<file path="config.mk">
export PLATFORM = sky130hd
export DESIGN_NAME = tfn_isqrt
export DESIGN_NICKNAME = d
export VERILOG_FILES = /design/src/sv/tfn_pkg.sv /design/src/sv/tfn_isqrt.sv
export SDC_FILE = /design/constraint.sdc
export NUM_CORES = 2
export LEC_CHECK = 0
export BUFFER_PORTS_ARGS = -buffer_cell sky130_fd_sc_hd__buf_4
export CORE_UTILIZATION = 54
export DETAILED_ROUTE_END_ITERATION = 10
export PLACE_DENSITY_LB_ADDON = 0.15
export SKIP_CTS_REPAIR_TIMING = 1
export SLEW_MARGIN = 20
export SYNTH_ARGS = -nofsm -noshare
export SYNTH_HDL_FRONTEND = slang
export SYNTH_SLANG_ARGS = --single-unit
</file>
<file path="constraint.sdc">
create_clock -name clk -period 3.2 [get_ports clk]
set_input_delay 0.48 -clock clk [delete_from_list [all_inputs] [get_ports clk]]
set_output_delay 0.48 -clock clk [all_outputs]
set_load 0.01 [all_outputs]
</file>
<file path="src/sv/tfn_pkg.sv">
`default_nettype none

package tfn_pkg;

    localparam int COORD_BITS_DEF       = 16;
    localparam int NORMAL_FRAC_BITS_DEF = 14;

    // multiplier operand slice handled per pipeline stage
    localparam int MUL_CHUNK = 16;

    // x, y, z
    localparam int LANES = 3;

endpackage

`default_nettype wire

</file>
<file path="src/sv/tfn_isqrt.sv">
`default_nettype none

// digit-by-digit integer square root, one root bit per stage, three lanes
module tfn_isqrt #(
    parameter int QW    = 31,
    parameter int RT    = 16,
    parameter int SIDEW = 4
) (
    input  wire logic                                   clk,
    input  wire logic                                   rst_n,
    input  wire logic                                   en,
    input  wire logic                                   in_vld,
    input  wire logic [tfn_pkg::LANES-1:0][QW-1:0]      rad,
    input  wire logic [SIDEW-1:0]                       in_side,
    output logic                                        vld,
    output logic [tfn_pkg::LANES-1:0][RT-1:0]           root,
    output logic [SIDEW-1:0]                            side
);

    localparam int L  = tfn_pkg::LANES;
    localparam int QP = 2 * RT;
    localparam int RM = RT + 2;

    logic [QP-1:0]    rad_reg  [RT][L];
    logic [RM-1:0]    rem_reg  [RT][L];
    logic [RT-1:0]    root_reg [RT][L];
    logic [SIDEW-1:0] side_reg [RT];
    logic [RT-1:0]    vld_reg;

    for (genvar j = 0; j < RT; j++)
    begin : g_stage
        if (j == 0)
        begin : g_s0
            always_ff @(posedge clk)
            begin
                if (en)
                begin
                    side_reg[j] <= in_side;
                end
            end
        end
        else
        begin : g_sn
            always_ff @(posedge clk)
            begin
                if (en)
                begin
                    side_reg[j] <= side_reg[j-1];
                end
            end
        end

        for (genvar l = 0; l < L; l++)
        begin : g_lane
            logic [QP-1:0] rad_src;
            logic [RM-1:0] rem_src;
            logic [RT-1:0] root_src;
            logic [RM+1:0] shifted;
            logic [RM+1:0] trial;
            logic [RM+1:0] diff;
            logic          ge;

            if (j == 0)
            begin : g_first
                assign rad_src  = QP'(rad[l]);
                assign rem_src  = '0;
                assign root_src = '0;
            end
            else
            begin : g_next
                assign rad_src  = rad_reg[j-1][l];
                assign rem_src  = rem_reg[j-1][l];
                assign root_src = root_reg[j-1][l];
            end

            assign shifted = {rem_src, rad_src[QP-1-2*j -: 2]};
            assign trial   = (RM+2)'({root_src, 2'b01});
            assign ge      = shifted >= trial;
            assign diff    = shifted - trial;

            always_ff @(posedge clk)
            begin
                if (en)
                begin
                    rad_reg[j][l]  <= rad_src;
                    rem_reg[j][l]  <= ge ? diff[RM-1:0] : shifted[RM-1:0];
                    root_reg[j][l] <= {root_src[RT-2:0], ge};
                end
            end
        end
    end

    always_ff @(posedge clk or negedge rst_n)
    begin
        if (!rst_n)
        begin
            vld_reg <= '0;
        end
        else if (en)
        begin
            vld_reg <= {vld_reg[RT-2:0], in_vld};
        end
    end

    always_comb
    begin
        for (int l = 0; l < L; l++)
        begin
            root[l] = root_reg[RT-1][l];
        end
    end

    assign vld  = vld_reg[RT-1];
    assign side = side_reg[RT-1];

endmodule

`default_nettype wire

</file>
# Yosys cells after proc, flatten, opt, wreduce, memory -nomap -nowiden
# Memories as Yosys holds them, arrays and structs flattened.
# Index checks and enable logic that the tools add are counted.
[totals]
mem_bits_rw = 3232
n_memories = 4
ff_bits = 16
out_inout_bits = 53
[op_classes]
order_cmp = 48
addsub = 48
muxes = 50
[mem_list]
columns = ["name", "depth", "word_bits", "rd", "rd_ports_with_merged_regs", "wr", "line_no", "source"]
rows = [
  ["rad_reg", 16, 96, 15, 0, 16, "tfn_isqrt.sv:24", "logic [QP-1:0] rad_reg [RT][L];"],
  ["rem_reg", 16, 54, 15, 0, 16, "tfn_isqrt.sv:25", "logic [RM-1:0] rem_reg [RT][L];"],
  ["root_reg", 16, 48, 16, 0, 16, "tfn_isqrt.sv:26", "logic [RT-1:0] root_reg [RT][L];"],
  ["side_reg", 16, 4, 16, 0, 16, "tfn_isqrt.sv:27", "logic [SIDEW-1:0] side_reg [RT];"],
]
[op_table]
columns = ["cell", "n"]
rows = [
  ["greater-or-equal comparator 20 x 18 -> 1 bit", 45],
  ["2-to-1 mux 18 bit", 48],
  ["subtractor 18 bit", 45],
  ["subtractor 1 x 1 -> 2 bit, second input constant", 3],
  ["greater-or-equal comparator 1 bit, second input constant", 3],
  ["2-to-1 mux 1 bit", 2],
]

# Logic depth before layout (Yosys ltp)
# An unclocked memory read counts as a cell.
[logic_depth]
depth_word = 3
mapped_depth = 11
ltp_nobuf = 11

# Worst setup path before layout
# No wires, ideal clock.
[synth_timing]
path_type = "reg2reg"
startpoint = "mem rem_reg[11][36] (netlist name)"
endpoint = "mem rem_reg[12][48] (netlist name), data pin"
setup_time_ns = 0.260
t_arrival_ns = 2.477
n_path_buf = 1
path_slack_ns = 0.463
required_time_ns = 2.940
stages_incl_launch_ff = 10
cell_sequence = "edfxtp_1 -> ha_1 -> nor2b_1 -> o31a_1 -> o31ai_1 -> nand4_1 -> a31oi_2 -> inv_2 -> clkbuf_1 -> mux2_2"
[synth_lines]
columns = ["element", "line_no"]
rows = [
  ["start, declared", "tfn_isqrt.sv:25"],
]

==> out/metrics.cfg <==
[critical_path]
required_ps=3770
critPathMaxStageDelay_ps=450
crit_chain=inv_1, ha_1, nor2b_1, o31a_1, o41ai_1, buf_4, a21boi_0, o21ai_0, a21boi_0, o31ai_2
cp_top_family=compound AO/OA/AOI/OAI gates
worst_ep_arrival_time_ps=3600
worstPathMaxFanout=4
worstSetupPathType=register to register
critPathLaunchType=register
r2r_cells=10
r2r_slack_ps=170
path_buf_inv=2
crit_top_cell=a21boi_0
crit-reg2reg-launch=root_reg[9][16]
worstReg2RegEnd=rem_reg[10][28]
end_kind=register
critPathSlowestCell=edfxtp_1

[global_routing]
track_usage_pct=18.5
antenna_found_initial=0
grt_max_degree=131
grt_pass1_vias=48300
grt_pass1_wl_um=243000
grt_overflow=0

[sta]
fin_skew_ps=31.8
final.period_utilization_pct=94.7
setup_viol=0
setup_tns_ps=0
worst-slew-pin-transition_ps=1090
report.final.slew_viol_count=0
hold_ws_ps=67.5
timing.fmax_ghz=0.330
fin_crit_ps=3030
relSlewSlack_pct=26.8
finalHoldViolations=0
rsz0062_at_grt=no

[die]
die_area_mm2=0.164
die_width_um=405
io_pins=154
fp.dieH_um=405
rows=147
initial_core_util_pct=54.5
core_mm2=0.161

[final_layout]
final_cell_mix=edfxtp_1, inv_1, nor2_1, ha_1, a21oi_1
drive_above_1_share_pct=9.86
final_common_cell=edfxtp_1
n_antenna_cell=0
final_net_count=7494
syn2layout_area_growth_pct=13.8
stdcell_count=9262
largest_reg_flops=745

[synth]
netlist_area_mm2=0.0877
ys.flop_type=edfxtp_1
synthCells=6451
synth_edf_count=1930
async_flop_share_pct=0.822
ys_seq_area_share_pct=66.5
ys_seq_elements=1946
synth.distinct_cells=94
syn_area_per_cell_um2=13.6
synth_warnings=0

[clock_tree]
clock-sinks=1946
clk_pin_slew_ps=60
cts-root-buf=clkbuf_16
cts-buffers-inserted=197
cts_tree=yes
cts.path.max_buffers=3
insertion_delay_ps=830
htree_levels=4

[job]
maxCapViolCount=0

[drt]
drtAntennaViolNets=0
drc_errors=0
via_count=49300
drt_iter0_drc=2888
avgViaCountPerCell=5.33
wl_per_cell_um=16.4
totalWireLength_um=152000
dr.pass1.iters=5

[pwr]
power.share.sequential_pct=51.3
netSwitchingFraction_pct=24.5
powerDensity_mw_per_mm2=645
ir_drop_v=0.000566
internal_power_mw=48.6
power_frac_clock_pct=34.9
comb_power_share_pct=13.8
leakagePower_nw=38.6
p_switching_mw=15.8

[worst_hold_path]
worstHoldPathType=primary input to asynchronous set/reset pin

[run_status]
status=finished, final reports clean

[place]
port_buffers=153
gp_congestion=0.906
dpl.cell_count=8798
hpwl_um=110000

## final cells by class
| type | instances | area, µm² |
|---|---|---|
| clock buffers | 248 | 5200 |
| clock inverters | 116 | 1230 |
| fillers | 12100 | 61100 |
| inverters | 549 | 2060 |
| multi-input cells | 3882 | 27000 |
| flip-flops and latches | 1946 | 58400 |
| well taps | 2160 | 2700 |
| repair buffers | 361 | 3280 |
## cells in the mapped netlist (10+ instances only)
cell / count / area, µm²
a2111oi_0: 16 / 140
a211oi_1: 39 / 293
a21o_1: 115 / 863
a21oi_1: 399 / 2000
a31oi_1: 24 / 150
and2_1: 12 / 75.1
and3_1: 22 / 138
buf_2: 16 / 80.1
clkbuf_1: 48 / 180
dfrtp_1: 16 / 400
edfxtp_1: 1930 / 58000
ha_1: 456 / 5710
inv_1: 544 / 2040
mux2_2: 89 / 1000
nand2_1: 339 / 1270
nand2b_1: 103 / 644
nand3_1: 107 / 536
nand3b_1: 31 / 233
nand4_1: 54 / 338
nand4b_1: 14 / 123
nor2_1: 460 / 1730
nor2b_1: 60 / 375
nor3_1: 138 / 691
nor4_1: 82 / 513
o211ai_1: 23 / 173
o21a_1: 90 / 676
o21ai_0: 270 / 1350
o21bai_1: 24 / 180
o31a_1: 12 / 105
o31ai_1: 35 / 263
o41ai_1: 10 / 87.6
or2_2: 26 / 163
or3_1: 64 / 400
or4_1: 29 / 218
xnor2_1: 334 / 2930
xor2_1: 215 / 1880
## cells by family after synthesis
group           synth area share (%)
flops                           66.5
xor+xnor                        5.48
simple gates                    9.12
compound gates                  8.38
other cells                  0.00427
fa+ha+maj                       6.50
mux                             1.26
buf+inv                         2.74
## metrics by stage
stage | instance area [µm²] | total power, mW | worst slack (ps) | utilization [%]
floorplan | 87700 | 39.4 | 463 | -
global placement | 92400 | 42.1 | -118 | 57.4
detailed placement | 92400 | 42.3 | -103 | 57.4
CTS | 98800 | 65.0 | -119 | 61.4
global route | 99800 | 67.4 | 10.4 | 62.0
finish | 99800 | 64.4 | 170 | 62.0
## power groups by stage
stage	combinational, mW	sequential (mW)	clock, mW
5_1_grt	10.0	33.3	24.1
2_1_floorplan	6.48	32.9	0
3_5_place_dp	8.76	33.6	0
6_report	8.90	33.0	22.5
4_1_cts	8.82	33.1	23.1
3_3_place_gp	8.60	33.5	0
## layer usage
| layer | up-vias | share of wire (%) | track usage [%] |
|---|---|---|---|
| li1 | 24900 | - | - |
| met1 | 23300 | 43 | 22.6 |
| met2 | 857 | 50 | 32.5 |
| met3 | 302 | 3.4 | 2.89 |
| met4 | 0 | 3.8 | 7.80 |
| met5 | - | 0 | 0 |
## worst max path at each step
stage,slack [ps],depth (start not counted),start,to
after floorplan,460,9,rem_reg[11][36],rem_reg[12][48]
after global placement,-120,10,root_reg[9][16],rem_reg[10][28]
after detailed placement,-100,10,root_reg[9][16],rem_reg[10][28]
after CTS,-120,10,root_reg[9][16],rem_reg[10][28]
after global routing,10,10,root_reg[9][16],rem_reg[10][35]
final,170,10,root_reg[9][16],rem_reg[10][28]
## worst reg2reg max path, stage by stage (launching register included)
cell and delay (ps):
edfxtp_1 450, inv_1 80, ha_1 330, nor2b_1 170
o31a_1 270, o41ai_1 270, buf_4 190, a21boi_0 80
o21ai_0 320, a21boi_0 170, o31ai_2 440
(Power assumes the default switching activity.)
